## config.mk

```make
export PLATFORM = sky130hd
export DESIGN_NAME = ohlcv_bar_aggregator_core
export DESIGN_NICKNAME = d
export VERILOG_FILES = /design/src/hdl/ohlcv_pkg.sv /design/src/hdl/ohlcv_front.sv /design/src/hdl/ohlcv_queue.sv /design/src/hdl/ohlcv_back.sv /design/src/hdl/ohlcv_bar_aggregator_core.sv
export SDC_FILE = /design/constraint.sdc
export NUM_CORES = 2
export LEC_CHECK = 0
export ABC_CLOCK_PERIOD_IN_PS = 20200
export BUFFER_PORTS_ARGS = -buffer_cell sky130_fd_sc_hd__clkbuf_2
export CAP_MARGIN = 20
export CORE_ASPECT_RATIO = 0.6
export CORE_UTILIZATION = 45
export CTS_BUF_LIST = sky130_fd_sc_hd__clkbuf_8
export DETAILED_ROUTE_END_ITERATION = 8
export PLACE_DENSITY = 0.72
export SYNTH_ARGS = -nofsm -noshare
export SYNTH_HDL_FRONTEND = slang
export SYNTH_SLANG_ARGS = --single-unit
```

## constraint.sdc

```tcl
create_clock -name clk -period 20.2 [get_ports clk]
set_input_delay 1.01 -clock clk [delete_from_list [all_inputs] [get_ports clk]]
set_output_delay 1.01 -clock clk [all_outputs]
set_load 0.1 [all_outputs]
```

## src/hdl/ohlcv_pkg.sv

```systemverilog
// Shared types, constants and calendar helpers of the OHLCV bar aggregator.
`default_nettype none

package ohlcv_pkg;

  // Field widths
  localparam int PRICE_W   = 32;
  localparam int VOL_IN_W  = 40;
  localparam int VOL_ACC_W = 48;

  // Request queue between front and back
  localparam int QDEPTH = 8;
  localparam int QPTR_W = $clog2(QDEPTH);
  localparam int QCNT_W = $clog2(QDEPTH + 1);

  // Calendar constants
  localparam int unsigned SECS_PER_DAY = 86400;
  localparam int unsigned EPOCH_YEAR   = 1970;
  localparam int unsigned LAST_YEAR    = 2099;
  // ceil(2^19 / 7): exact quotient by seven for values below 2^16
  localparam int unsigned RECIP7       = 74899;
  localparam int unsigned RECIP7_SHIFT = 19;

  // Bar length codes
  localparam logic [3:0] LEN_1M    = 4'd0;
  localparam logic [3:0] LEN_5M    = 4'd1;
  localparam logic [3:0] LEN_10M   = 4'd2;
  localparam logic [3:0] LEN_15M   = 4'd3;
  localparam logic [3:0] LEN_30M   = 4'd4;
  localparam logic [3:0] LEN_60M   = 4'd5;
  localparam logic [3:0] LEN_DAY   = 4'd6;
  localparam logic [3:0] LEN_WEEK  = 4'd7;
  localparam logic [3:0] LEN_MONTH = 4'd8;

  // Calendar timestamp plus OHLCV of one bar
  typedef struct packed {
    logic [11:0]          year;
    logic [3:0]           month;
    logic [4:0]           day;
    logic [4:0]           hour;
    logic [5:0]           minute;
    logic [5:0]           second;
    logic [PRICE_W-1:0]   open;
    logic [PRICE_W-1:0]   high;
    logic [PRICE_W-1:0]   low;
    logic [PRICE_W-1:0]   close;
    logic [VOL_ACC_W-1:0] volume;
  } bar_t;

  // One classified request as it sits in the queue
  typedef struct packed {
    logic                flush;
    logic [31:0]         start;
    logic [11:0]         year;
    logic [3:0]          month;
    logic [4:0]          day;
    logic [4:0]          hour;
    logic [5:0]          minute;
    logic [5:0]          second;
    logic [PRICE_W-1:0]  open;
    logic [PRICE_W-1:0]  high;
    logic [PRICE_W-1:0]  low;
    logic [PRICE_W-1:0]  close;
    logic [VOL_IN_W-1:0] volume;
  } q_entry_t;

  typedef struct packed {
    logic     valid;
    q_entry_t data;
  } q_push_t;

  typedef struct packed {
    logic [QCNT_W-1:0] count;
    logic              empty;
    logic              full;
  } q_stat_t;

  // Days in a month; February follows the leap flag
  function automatic logic [4:0] month_days(input logic [3:0] mo, input logic leap);
    logic [4:0] r;
    unique case (mo)
      4'd2:                      r = leap ? 5'd29 : 5'd28;
      4'd4, 4'd6, 4'd9, 4'd11:   r = 5'd30;
      default:                   r = 5'd31;
    endcase
    return r;
  endfunction

  // Days of a common year before the first of the month
  function automatic logic [8:0] month_cum(input logic [3:0] mo);
    logic [8:0] r;
    unique case (mo)
      4'd1:    r = 9'd0;
      4'd2:    r = 9'd31;
      4'd3:    r = 9'd59;
      4'd4:    r = 9'd90;
      4'd5:    r = 9'd120;
      4'd6:    r = 9'd151;
      4'd7:    r = 9'd181;
      4'd8:    r = 9'd212;
      4'd9:    r = 9'd243;
      4'd10:   r = 9'd273;
      4'd11:   r = 9'd304;
      4'd12:   r = 9'd334;
      default: r = 9'd0;
    endcase
    return r;
  endfunction

  // Floor a minute to the bar grid of a minute-based length
  function automatic logic [5:0] minute_floor(input logic [5:0] mi, input logic [3:0] len);
    logic [5:0] r;
    r = '0;
    unique case (len)
      LEN_1M: r = mi;
      LEN_5M: begin
        for (int k = 0; k < 60; k += 5) if (mi >= 6'(k)) r = 6'(k);
      end
      LEN_10M: begin
        for (int k = 0; k < 60; k += 10) if (mi >= 6'(k)) r = 6'(k);
      end
      LEN_15M: begin
        for (int k = 0; k < 60; k += 15) if (mi >= 6'(k)) r = 6'(k);
      end
      LEN_30M: r = (mi >= 6'd30) ? 6'd30 : 6'd0;
      default: r = '0;
    endcase
    return r;
  endfunction

endpackage

`default_nettype wire

```

## src/hdl/ohlcv_front.sv

```systemverilog
// Front end: accepts requests, checks dates and computes bucket starts.
`default_nettype none

module ohlcv_front (
  input  wire logic                         clk,
  input  wire logic                         rst_n,
  input  wire logic                         cfg_we,
  input  wire logic [3:0]                   cfg_wdata,
  input  wire logic                         in_valid,
  output logic                              in_stall,
  input  wire logic                         in_action,
  input  wire logic [11:0]                  in_year,
  input  wire logic [3:0]                   in_month,
  input  wire logic [4:0]                   in_day,
  input  wire logic [4:0]                   in_hour,
  input  wire logic [5:0]                   in_minute,
  input  wire logic [5:0]                   in_second,
  input  wire logic [ohlcv_pkg::PRICE_W-1:0]  in_open_price,
  input  wire logic [ohlcv_pkg::PRICE_W-1:0]  in_high_price,
  input  wire logic [ohlcv_pkg::PRICE_W-1:0]  in_low_price,
  input  wire logic [ohlcv_pkg::PRICE_W-1:0]  in_close_price,
  input  wire logic [ohlcv_pkg::VOL_IN_W-1:0] in_volume,
  input  wire ohlcv_pkg::q_stat_t           q_stat,
  output ohlcv_pkg::q_push_t                q_push
);
  import ohlcv_pkg::*;

  logic [3:0]  bar_length_r;
  logic        accept;
  logic        leap;
  logic        date_ok;
  logic        keep;
  logic [6:0]  yoff;
  logic [15:0] days;
  logic [16:0] todf;
  logic [4:0]  dm1;
  logic [QCNT_W:0] pending;

  logic        v1_r;
  q_entry_t    ent1_r;
  logic [15:0] days1_r;
  logic [16:0] todf1_r;
  logic [4:0]  dm1_r;
  logic [3:0]  len1_r;

  logic        v2_r;
  q_entry_t    ent2_r;
  logic [31:0] daysec2_r;
  logic [15:0] x2_r;
  logic [12:0] q2_r;
  logic [21:0] dmsec2_r;
  logic [16:0] todf2_r;
  logic [3:0]  len2_r;

  logic [32:0] q7_prod;
  logic [2:0]  off;
  logic [31:0] start;

  // Hold the bar length register
  always_ff @(posedge clk) begin
    if (!rst_n) begin
      bar_length_r <= LEN_DAY;
    end else if (cfg_we) begin
      bar_length_r <= cfg_wdata;
    end
  end

  // Stall while the queue could not take every request in flight plus one more
  assign pending  = (QCNT_W + 1)'(q_stat.count) + (QCNT_W + 1)'(v1_r) + (QCNT_W + 1)'(v2_r);
  assign in_stall = pending >= (QCNT_W + 1)'(QDEPTH);
  assign accept   = in_valid && !in_stall;

  // Classify the request: drop bad dates and lengths without meaning
  assign leap    = (in_year[1:0] == 2'd0);
  assign date_ok = (in_year >= 12'(EPOCH_YEAR)) && (in_year <= 12'(LAST_YEAR)) &&
                   (in_month >= 4'd1) && (in_month <= 4'd12) &&
                   (in_day >= 5'd1) && (in_day <= month_days(in_month, leap)) &&
                   (in_hour <= 5'd23) && (in_minute <= 6'd59) && (in_second <= 6'd59);
  assign keep    = in_action || (date_ok && (bar_length_r <= LEN_MONTH));

  // Count days since the epoch; leap years in range are every fourth year
  assign yoff = 7'(in_year - 12'(EPOCH_YEAR));
  assign dm1  = in_day - 5'd1;
  assign days = 16'(yoff) * 16'd365 + 16'((8'(yoff) + 8'd1) >> 2) +
                16'(month_cum(in_month)) + 16'(leap && (in_month > 4'd2)) + 16'(dm1);
  assign todf = 17'(in_hour) * 17'd3600 +
                17'(minute_floor(in_minute, bar_length_r)) * 17'd60;

  // Stage 1 and stage 2 control
  always_ff @(posedge clk) begin
    if (!rst_n) begin
      v1_r <= 1'b0;
      v2_r <= 1'b0;
    end else begin
      v1_r <= accept && keep;
      v2_r <= v1_r;
    end
  end

  // Stage 1 payload
  always_ff @(posedge clk) begin
    ent1_r.flush  <= in_action;
    ent1_r.start  <= '0;
    ent1_r.year   <= in_year;
    ent1_r.month  <= in_month;
    ent1_r.day    <= in_day;
    ent1_r.hour   <= in_hour;
    ent1_r.minute <= in_minute;
    ent1_r.second <= in_second;
    ent1_r.open   <= in_open_price;
    ent1_r.high   <= in_high_price;
    ent1_r.low    <= in_low_price;
    ent1_r.close  <= in_close_price;
    ent1_r.volume <= in_volume;
    days1_r       <= days;
    todf1_r       <= todf;
    dm1_r         <= dm1;
    len1_r        <= bar_length_r;
  end

  // Stage 2: scale days to seconds and divide by seven for the weekday
  assign q7_prod = 33'(days1_r + 16'd3) * 33'(RECIP7);

  always_ff @(posedge clk) begin
    ent2_r    <= ent1_r;
    daysec2_r <= 32'(days1_r) * 32'(SECS_PER_DAY);
    x2_r      <= days1_r + 16'd3;
    q2_r      <= 13'(q7_prod >> RECIP7_SHIFT);
    dmsec2_r  <= 22'(dm1_r) * 22'(SECS_PER_DAY);
    todf2_r   <= todf1_r;
    len2_r    <= len1_r;
  end

  // Stage 3: pick the bucket start; the first week wraps below zero
  assign off = 3'(x2_r - 16'(q2_r) * 16'd7);

  always_comb begin
    priority if (len2_r <= LEN_60M) begin
      start = daysec2_r + 32'(todf2_r);
    end else if (len2_r == LEN_DAY) begin
      start = daysec2_r;
    end else if (len2_r == LEN_WEEK) begin
      start = daysec2_r - 32'(off) * 32'(SECS_PER_DAY);
    end else begin
      start = daysec2_r - 32'(dmsec2_r);
    end
  end

  always_comb begin
    q_push.valid      = v2_r;
    q_push.data       = ent2_r;
    q_push.data.start = start;
  end

endmodule

`default_nettype wire

```

## src/hdl/ohlcv_queue.sv

```systemverilog
// Request queue that decouples the front end from the bar merge stage.
`default_nettype none

module ohlcv_queue (
  input  wire logic                clk,
  input  wire logic                rst_n,
  input  wire ohlcv_pkg::q_push_t  q_push,
  input  wire logic                pop,
  output ohlcv_pkg::q_entry_t      head,
  output ohlcv_pkg::q_stat_t       q_stat
);
  import ohlcv_pkg::*;

  q_entry_t          mem_r [QDEPTH];
  logic [QPTR_W-1:0] wr_ptr_r;
  logic [QPTR_W-1:0] rd_ptr_r;
  logic [QCNT_W-1:0] count_r;
  logic [QCNT_W-1:0] count_nxt;

  // Advance pointers and track the fill level
  always_comb begin
    count_nxt = count_r;
    if (q_push.valid && !pop) count_nxt = count_r + QCNT_W'(1);
    if (!q_push.valid && pop) count_nxt = count_r - QCNT_W'(1);
  end

  always_ff @(posedge clk) begin
    if (!rst_n) begin
      wr_ptr_r <= '0;
      rd_ptr_r <= '0;
      count_r  <= '0;
    end else begin
      if (q_push.valid) wr_ptr_r <= wr_ptr_r + QPTR_W'(1);
      if (pop)          rd_ptr_r <= rd_ptr_r + QPTR_W'(1);
      count_r <= count_nxt;
    end
  end

  // Store the request
  always_ff @(posedge clk) begin
    if (q_push.valid) mem_r[wr_ptr_r] <= q_push.data;
  end

  assign head         = mem_r[rd_ptr_r];
  assign q_stat.count = count_r;
  assign q_stat.empty = (count_r == '0);
  assign q_stat.full  = (count_r == QCNT_W'(QDEPTH));

  // Front end credit keeps pushes off a full queue
  a_no_overflow: assert property (@(posedge clk) disable iff (!rst_n)
    q_push.valid |-> (count_r < QCNT_W'(QDEPTH)) || pop)
    else $error("push into full queue");

  a_no_underflow: assert property (@(posedge clk) disable iff (!rst_n)
    pop |-> count_r != '0)
    else $error("pop from empty queue");

endmodule

`default_nettype wire

```

## src/hdl/ohlcv_back.sv

```systemverilog
// Back end: merges requests into the open bar and registers finished bars.
`default_nettype none

module ohlcv_back (
  input  wire logic                           clk,
  input  wire logic                           rst_n,
  input  wire ohlcv_pkg::q_entry_t            head,
  input  wire ohlcv_pkg::q_stat_t             q_stat,
  output logic                                pop,
  output logic                                out_valid,
  input  wire logic                           out_stall,
  output logic [11:0]                         out_bar_year,
  output logic [3:0]                          out_bar_month,
  output logic [4:0]                          out_bar_day,
  output logic [4:0]                          out_bar_hour,
  output logic [5:0]                          out_bar_minute,
  output logic [5:0]                          out_bar_second,
  output logic [ohlcv_pkg::PRICE_W-1:0]       out_bar_open,
  output logic [ohlcv_pkg::PRICE_W-1:0]       out_bar_high,
  output logic [ohlcv_pkg::PRICE_W-1:0]       out_bar_low,
  output logic [ohlcv_pkg::PRICE_W-1:0]       out_bar_close,
  output logic [ohlcv_pkg::VOL_ACC_W-1:0]     out_bar_volume
);
  import ohlcv_pkg::*;

  logic        active_r, active_nxt;
  logic [31:0] bucket_r, bucket_nxt;
  bar_t        acc_r, acc_nxt;
  bar_t        out_r, out_nxt;
  logic        out_valid_r, out_valid_nxt;
  logic        emit;
  logic        match;
  logic [VOL_ACC_W:0] vsum;

  // Pop whenever the queue holds a request and the result register is free or being taken
  assign pop   = !q_stat.empty && (!out_valid_r || !out_stall);
  assign match = active_r && (head.start == bucket_r);
  assign vsum  = (VOL_ACC_W + 1)'(acc_r.volume) + (VOL_ACC_W + 1)'(head.volume);

  // Merge, open or close the bar
  always_comb begin
    active_nxt = active_r;
    bucket_nxt = bucket_r;
    acc_nxt    = acc_r;
    emit       = 1'b0;
    if (pop) begin
      priority if (head.flush) begin
        emit       = active_r;
        active_nxt = 1'b0;
      end else if (match) begin
        if (head.high > acc_r.high) acc_nxt.high = head.high;
        if (head.low < acc_r.low)   acc_nxt.low  = head.low;
        acc_nxt.close  = head.close;
        acc_nxt.volume = vsum[VOL_ACC_W] ? {VOL_ACC_W{1'b1}} : vsum[VOL_ACC_W-1:0];
        acc_nxt.year   = head.year;
        acc_nxt.month  = head.month;
        acc_nxt.day    = head.day;
        acc_nxt.hour   = head.hour;
        acc_nxt.minute = head.minute;
        acc_nxt.second = head.second;
      end else begin
        emit           = active_r;
        active_nxt     = 1'b1;
        bucket_nxt     = head.start;
        acc_nxt.open   = head.open;
        acc_nxt.high   = head.high;
        acc_nxt.low    = head.low;
        acc_nxt.close  = head.close;
        acc_nxt.volume = VOL_ACC_W'(head.volume);
        acc_nxt.year   = head.year;
        acc_nxt.month  = head.month;
        acc_nxt.day    = head.day;
        acc_nxt.hour   = head.hour;
        acc_nxt.minute = head.minute;
        acc_nxt.second = head.second;
      end
    end
  end

  // Load the result register with the finished bar
  always_comb begin
    out_valid_nxt = out_valid_r && out_stall;
    out_nxt       = out_r;
    if (emit) begin
      out_valid_nxt = 1'b1;
      out_nxt       = acc_r;
    end
  end

  always_ff @(posedge clk) begin
    if (!rst_n) begin
      active_r    <= 1'b0;
      out_valid_r <= 1'b0;
    end else begin
      active_r    <= active_nxt;
      out_valid_r <= out_valid_nxt;
    end
  end

  always_ff @(posedge clk) begin
    bucket_r <= bucket_nxt;
    acc_r    <= acc_nxt;
    out_r    <= out_nxt;
  end

  assign out_valid      = out_valid_r;
  assign out_bar_year   = out_r.year;
  assign out_bar_month  = out_r.month;
  assign out_bar_day    = out_r.day;
  assign out_bar_hour   = out_r.hour;
  assign out_bar_minute = out_r.minute;
  assign out_bar_second = out_r.second;
  assign out_bar_open   = out_r.open;
  assign out_bar_high   = out_r.high;
  assign out_bar_low    = out_r.low;
  assign out_bar_close  = out_r.close;
  assign out_bar_volume = out_r.volume;

  // A pending result is never overwritten
  a_no_clobber: assert property (@(posedge clk) disable iff (!rst_n)
    pop |-> !(out_valid_r && out_stall))
    else $error("pop while result is blocked");

  a_flush_closes: assert property (@(posedge clk) disable iff (!rst_n)
    pop && head.flush |=> !active_r)
    else $error("bar still open after flush");

  a_record_opens: assert property (@(posedge clk) disable iff (!rst_n)
    pop && !head.flush |=> active_r && (bucket_r == $past(head.start)))
    else $error("record did not land in its bucket");

endmodule

`default_nettype wire

```

## src/hdl/ohlcv_bar_aggregator_core.sv

```systemverilog
// Top level of the OHLCV bar aggregator.
//
// Input channel (in_*): one request per accepted cycle, either a price record
// or a flush. Records with an invalid date, or any record while bar_length
// holds a code above 8, are dropped. Result channel (out_*): one finished bar
// per accepted cycle. Both sides use valid/stall; a request or result moves
// at an edge where valid is high and stall is low.
// Configuration: cfg_we writes cfg_wdata into bar_length; write only while
// the block is idle.
// Throughput: one request per cycle, sustained while results are taken.
// A bar closed by a request reaches out_valid once that request has passed the
// first and second front stages, the queue write and the merge stage.
// Reset: empties the pipeline and queue, closes any open bar and sets
// bar_length to day bars.
// Stall: a blocked result holds in its register; the merge stage stops, the
// 8-entry queue fills and in_stall rises once every slot is spoken for.
`default_nettype none

module ohlcv_bar_aggregator_core (
  input  wire logic                             clk,
  input  wire logic                             rst_n,
  input  wire logic                             cfg_we,
  input  wire logic [3:0]                       cfg_wdata,
  input  wire logic                             in_valid,
  output logic                                  in_stall,
  input  wire logic                             in_action,
  input  wire logic [11:0]                      in_year,
  input  wire logic [3:0]                       in_month,
  input  wire logic [4:0]                       in_day,
  input  wire logic [4:0]                       in_hour,
  input  wire logic [5:0]                       in_minute,
  input  wire logic [5:0]                       in_second,
  input  wire logic [ohlcv_pkg::PRICE_W-1:0]    in_open_price,
  input  wire logic [ohlcv_pkg::PRICE_W-1:0]    in_high_price,
  input  wire logic [ohlcv_pkg::PRICE_W-1:0]    in_low_price,
  input  wire logic [ohlcv_pkg::PRICE_W-1:0]    in_close_price,
  input  wire logic [ohlcv_pkg::VOL_IN_W-1:0]   in_volume,
  output logic                                  out_valid,
  input  wire logic                             out_stall,
  output logic [11:0]                           out_bar_year,
  output logic [3:0]                            out_bar_month,
  output logic [4:0]                            out_bar_day,
  output logic [4:0]                            out_bar_hour,
  output logic [5:0]                            out_bar_minute,
  output logic [5:0]                            out_bar_second,
  output logic [ohlcv_pkg::PRICE_W-1:0]         out_bar_open,
  output logic [ohlcv_pkg::PRICE_W-1:0]         out_bar_high,
  output logic [ohlcv_pkg::PRICE_W-1:0]         out_bar_low,
  output logic [ohlcv_pkg::PRICE_W-1:0]         out_bar_close,
  output logic [ohlcv_pkg::VOL_ACC_W-1:0]       out_bar_volume
);
  import ohlcv_pkg::*;

  q_push_t  q_push;
  q_stat_t  q_stat;
  q_entry_t head;
  logic     pop;

  // Classify requests and compute bucket starts
  ohlcv_front u_front (
    .clk            (clk),
    .rst_n          (rst_n),
    .cfg_we         (cfg_we),
    .cfg_wdata      (cfg_wdata),
    .in_valid       (in_valid),
    .in_stall       (in_stall),
    .in_action      (in_action),
    .in_year        (in_year),
    .in_month       (in_month),
    .in_day         (in_day),
    .in_hour        (in_hour),
    .in_minute      (in_minute),
    .in_second      (in_second),
    .in_open_price  (in_open_price),
    .in_high_price  (in_high_price),
    .in_low_price   (in_low_price),
    .in_close_price (in_close_price),
    .in_volume      (in_volume),
    .q_stat         (q_stat),
    .q_push         (q_push)
  );

  // Buffer classified requests
  ohlcv_queue u_queue (
    .clk    (clk),
    .rst_n  (rst_n),
    .q_push (q_push),
    .pop    (pop),
    .head   (head),
    .q_stat (q_stat)
  );

  // Merge into bars and deliver results
  ohlcv_back u_back (
    .clk            (clk),
    .rst_n          (rst_n),
    .head           (head),
    .q_stat         (q_stat),
    .pop            (pop),
    .out_valid      (out_valid),
    .out_stall      (out_stall),
    .out_bar_year   (out_bar_year),
    .out_bar_month  (out_bar_month),
    .out_bar_day    (out_bar_day),
    .out_bar_hour   (out_bar_hour),
    .out_bar_minute (out_bar_minute),
    .out_bar_second (out_bar_second),
    .out_bar_open   (out_bar_open),
    .out_bar_high   (out_bar_high),
    .out_bar_low    (out_bar_low),
    .out_bar_close  (out_bar_close),
    .out_bar_volume (out_bar_volume)
  );

endmodule

`default_nettype wire
```

-- Yosys cells after proc, flatten, opt, wreduce, memory -nomap -nowiden
Memory sizes are Yosys's and may differ from the RTL's. A register that Yosys moved wholly into a read port is not among the register bits.
Index checks and enable logic that the tools add are counted.
- add/subtract/negate cells: 21
- multiply operators: 8
- div/mod/pow operators: 0
- magnitude comparators: 26
- equal/unequal tests: 15
- shifts and indexed selects: 0
- mux-type cells: 42
- bitwise operators: 2
- reduce and logical (&&, ||, !) cells: 35
- operators with widths (kind ; count):
    two-way mux 32 bit ; 5
    two-way mux 144 bit ; 1
    adder 48 x 40 -> 49 bit ; 1
    two-way mux 48 bit ; 1
    two-way mux 6 bit ; 8
    two-way mux 5 bit ; 7
    multiplier 33 x 17 -> 32 bit (second input constant) ; 1
    adder 32 x 17 -> 32 bit ; 1
    equality test 32 bit ; 1
    > comparator 32 bit ; 1
    less-than comparator 32 bit ; 1
    subtractor 32 x 20 -> 32 bit ; 1
    subtractor 32 x 22 -> 32 bit ; 1
    greater-or-equal comparator 6 bit (second input constant) ; 5
    case mux 6 bit (5 select lines) ; 1
    multiplier 16 x 10 -> 25 bit (second input constant) ; 1
    two-way mux 4 bit ; 6
    equality test 4 x 3 -> 1 bit (second input constant) ; 5
    greater-or-equal comparator 6 x 5 -> 1 bit (second input constant) ; 3
    adder 16 x 2 -> 17 bit (second input constant) ; 1
    adder 17 x 12 -> 17 bit ; 1
    logical AND 1 bit ; 17
    adder 16 x 1 -> 16 bit ; 1
    adder 16 x 14 -> 16 bit ; 1
    47 further kinds ; 77
- bits in registers: 1011
- latch bits: 0
- bits in writable memories: 1912
- memory bits (read-only): 144
- bits of input ports: 216
- output and inout bits: 216
- logic and storage cells: 217
- memories: 2
- memory list (memory ; words ; bits a word ; rd ports ; clocked after memory_dff ; wr ports ; line ; text):
    u_queue.mem_r ; 8 ; 239 ; 1 ; 1 ; 1 ; ohlcv_queue.sv:14 ; q_entry_t mem_r [QDEPTH];
    (no name shown) ; 16 ; 9 ; 1 ; 0 ; 0 ; ohlcv_pkg.sv:92 ; unique case (mo)

-- Longest topological paths before layout
- depth in word-level cells: 15
- depth in mapped cells: 26
- depth with buffers taken out: 26

-- Modules after synthesis
Synthesis repeated with hierarchy kept, for this count alone.
- cell total of the unflattened synthesis: 6141
- area, all modules: 115040.3 µm²
- by module, submodules not included (module ; instances ; cells an instance ; area an instance (µm²) ; seq. area each (µm²)):
    ohlcv_queue ; 1 ; 2833 ; 72399.4 ; 57675.3
    ohlcv_front ; 1 ; 2121 ; 23760.3 ; 10510.1
    ohlcv_back ; 1 ; 1187 ; 18880.6 ; 13853.3

-- Least setup slack after synthesis
No wires, ideal clock.
- path type: flip-flop to flip-flop
- start point: reg u_queue.wr_ptr_r[0]
- end point: mem u_queue.mem_r[0][0] in the netlist's numbering, enable pin
- library setup time: 1.126 ns
- data arrival time: 16.462 ns
- required time: 19.074 ns
- path slack: 2.613 ns
- cell stages (with the launch flop): 3
- path buffers: 0
- clock period less this slack: 17.587 ns
- cell sequence: dfxtp_1 -> nand2b_1 -> nor3_1
- RTL lines (element ; line ; text):
    start, declared ; ohlcv_queue.sv:15 ; logic [QPTR_W-1:0] wr_ptr_r;
    start signal, assigned ; ohlcv_queue.sv:33 ; if (q_push.valid) wr_ptr_r <= wr_ptr_r + QPTR_W'(1);
    end, declared ; ohlcv_queue.sv:14 ;
No word-level cell before the write port.

==> flow_metrics.tcl <==
set metrics [dict create \
    finalHoldViolCount 0 \
    cts_setup_buffers 0 \
    finish.instance_area_um2 128000 \
    io_pins 432 \
    ys_seq_elements 2894 \
    synth_cell_types 72 \
    die-area_um2 254000 \
    initial_core_util_pct 45.4 \
    met2_usage_pct 30.2 \
    grt_pass1_wl_mm 366 \
    ys_seq_area_share_pct 71.9 \
    fin_util_pct 51.2 \
    finalSetupTns_ps 0 \
    via_count 56211 \
    synth_edf_count 2354 \
    wl_per_cell_um 23.6 \
    grtUsageMet3_pct 3.22 \
    tightest_slew_ps 1350 \
    core_um2 250000 \
    critPathArrivalTime_ps 7620 \
    cts_buffer_depth 4 \
    dieHeight_um 391 \
    postPlaceCellArea_um2 120000 \
    place.gp.congestion 0.848 \
    syn-instance-count 6078 \
    post-route-period-util_pct 34.7 \
    fmax_mhz 143 \
    async_reset_ff_share_pct 0 \
    grt_pass1_vias 57561 \
    start_kind "flop" \
    layout-drive-gt1-share_pct 24.6 \
    grt_util_met1_pct 27.6 \
    synthToLayoutAreaGrowth_pct 12.9 \
    drv_cap 0 \
    port_buffers 431 \
    timing_worst_setup_path_type "flop to flop" \
    antenna_found_initial 27 \
    syn_nets 6866 \
    setup_viol 0 \
    grt_start_max_net_pins 145 \
    min_path_type "input pin to flop" \
    rows 142 \
    via_per_inst 5.36 \
    drtPass1Iterations 6 \
    p_leak_nw 46.0 \
    power_density_nw_per_um2 179 \
    cts.repair.resized 0 \
    die_w_um 650 \
    cp_cell_sequence "buf_4, buf_4, buf_4, mux4_2, mux2_2, ha_1, a21o_1, a21o_1, a21oi_1, nor2b_1, o21ai_0, nand2b_1, a21oi_1, nor2b_1, o21ai_0, a41o_1, buf_4" \
    ctsHtreeMaxLevel 5 \
    crit_path_end_kind "flop" \
    worst_path_most_repeated_cell "buf_4" \
    crit_path_max_fanout 48 \
    clock_sinks 2894 \
    rsz0062_at_grt "no" \
    synth_area_um2 113000 \
    synth.avg_cell_area_um2 18.7 \
    ys_warn_count 0 \
    clkTransAtPathRegs_ps 70 \
    min_period_ps 7010 \
    track_usage_pct 19.1 \
    required_ps 20810 \
    gr-max-usage-layer "met2" \
    irDropWorstVdd_uv 615 \
    drc 0 \
    cts_buffers 409 \
    grt-ovfl-total 0 \
    nets 7606 \
    root_buffer "clkbuf_8" \
    slowest_delay_ps 940 \
    critPathSlowestCell "dfxtp_4" \
    ys.flop_type "edfxtp_1" \
    slew_headroom_pct 9.84 \
    tritoncts "yes" \
    postRouteWirelength_mm 247 \
    ant_nets 0 \
    status "completed" \
    drtIter0Drc 5359 \
    clock_skew_ps 100 \
    clk_latency_ps 1000 \
    hpwl_mm 150 \
    maxSlewViolCount 0 \
]
cell usage in the layout (no fill, tap or decap), drive strengths merged, types with 77 or more instances in the layout:
| cell type | netlist | final |
|---|---|---|
| edfxtp | 2354 | 2354 |
| clkbuf | 112 | 900 |
| inv | 417 | 582 |
| dfxtp | 540 | 540 |
| ha | 444 | 444 |
| mux4 | 442 | 442 |
| mux2 | 221 | 221 |
| xnor2 | 142 | 142 |
| a21oi | 139 | 139 |
| fa | 128 | 128 |
| nor2 | 122 | 122 |
| nand2 | 101 | 101 |
| clkinv | 0 | 94 |
| mux2i | 87 | 87 |
| o21ai | 79 | 79 |
| xor2 | 77 | 77 |
routing by layer:
metal,wire (um),up-vias
met4,5030,6
li1,-,25067
met1,111000,28846
met2,116000,1911
met5,40,-
met3,15100,381
worst max-delay path: cells and delay by family, from the launching register on:
kind | cells | cell delay (ps)
flops | 1 | 940
mux | 2 | 900
compound gates | 7 | 1450
buf+inv | 4 | 2740
fa+ha+maj | 1 | 320
simple gates | 3 | 200
state kept, by name, indices dropped and copies added, names as in the netlist, 48 cells and up, named ones only:
register               count
u_front.q_push           207
u_back.out_bar_volume     48
u_front.ent1_r           207
u_queue.mem_r           1896
u_back.acc_r             214
Yosys cell counts (all sizes together) (16+ instances only):
cell type	count	area, um^2
edfxtp	2354	70700
dfxtp	540	10800
ha	444	5560
mux4	442	9950
inv	417	1570
mux2	221	2490
xnor2	142	1240
a21oi	139	696
fa	128	2560
nor2	122	460
clkbuf	112	420
nand2	101	379
mux2i	87	871
o21ai	79	395
xor2	77	674
buf	70	353
a21o	64	480
o21a	44	330
nor3	42	210
nor2b	38	238
or3	36	225
nand4	34	213
nand3	30	150
o21bai	29	218
a31oi	24	150
and2	24	150
nand2b	24	150
a221oi	22	193
a22o	17	149
and3	17	106
a211oi	16	120
path summary, 6_finish.rpt:
check | startpoint | slack [ps] | endpoint | cells after the start
hold / removal | in_high_price[21] | 130 | u_front.ent1_r[125]$_DFF_P_ | 1
setup reg to reg | flop | 13190 | u_back.acc_r[103]$_DFFE_PP_ | 17
hold reg to reg | u_front.todf1_r[14]$_DFF_P_ | 270 | u_front.todf2_r[14]$_DFF_P_ | 0
setup / recovery | flop | 13190 | u_back.acc_r[103]$_DFFE_PP_ | 17
through the flow:
| stage | std cells | setup slack [ps] | power [W] | hold slack [ps] |
|---|---|---|---|---|
| 2_1_floorplan | 6078 | 2610 | 0.0159 | 310 |
| 3_3_place_gp | 9712 | 13050 | 0.0182 | 310 |
| 3_5_place_dp | 9713 | 13000 | 0.0184 | 312 |
| 4_1_cts | 10471 | 12990 | 0.0231 | 0.932 |
| 5_1_grt | 10482 | 12620 | 0.0247 | 26.1 |
| 6_report | 10482 | 13190 | 0.0229 | 130 |
kinds of logic after synthesis:
| family | synth area share [%] |
|---|---|
| flip-flops | 71.9 |
| multiplexers | 11.7 |
| buffers and inverters | 2.06 |
| adder cells (fa/ha/maj) | 7.16 |
| AO/OA/AOI/OAI | 3.22 |
| AND/OR/NAND/NOR | 2.24 |
| XOR/XNOR | 1.69 |
power by group:
group | switching (W) | internal, W | total (W)
Sequential | 0.000398 | 0.00739 | 0.00779
Clock | 0.00219 | 0.00237 | 0.00457
Combinational | 0.00612 | 0.00443 | 0.0106
repair_timing:
action / in CTS / in global routing
setup endpoints to repair: 0 / 0
hold buffers: 1 / 0
endpoints found under the hold margin: 1 / 0
area by class of cell:
class / instances / area (um^2)
Antenna cell: 6 / 15.0
Multi-Input combinational cell: 2585 / 29600
Inverter: 417 / 1570
Fill cell: 19589 / 122000
Clock inverter: 292 / 1830
Clock buffer: 465 / 6400
Timing Repair Buffer: 511 / 2880
Tap cell: 3312 / 4140
Sequential cell: 2894 / 81500
Power figures use the tool's default switching activity.
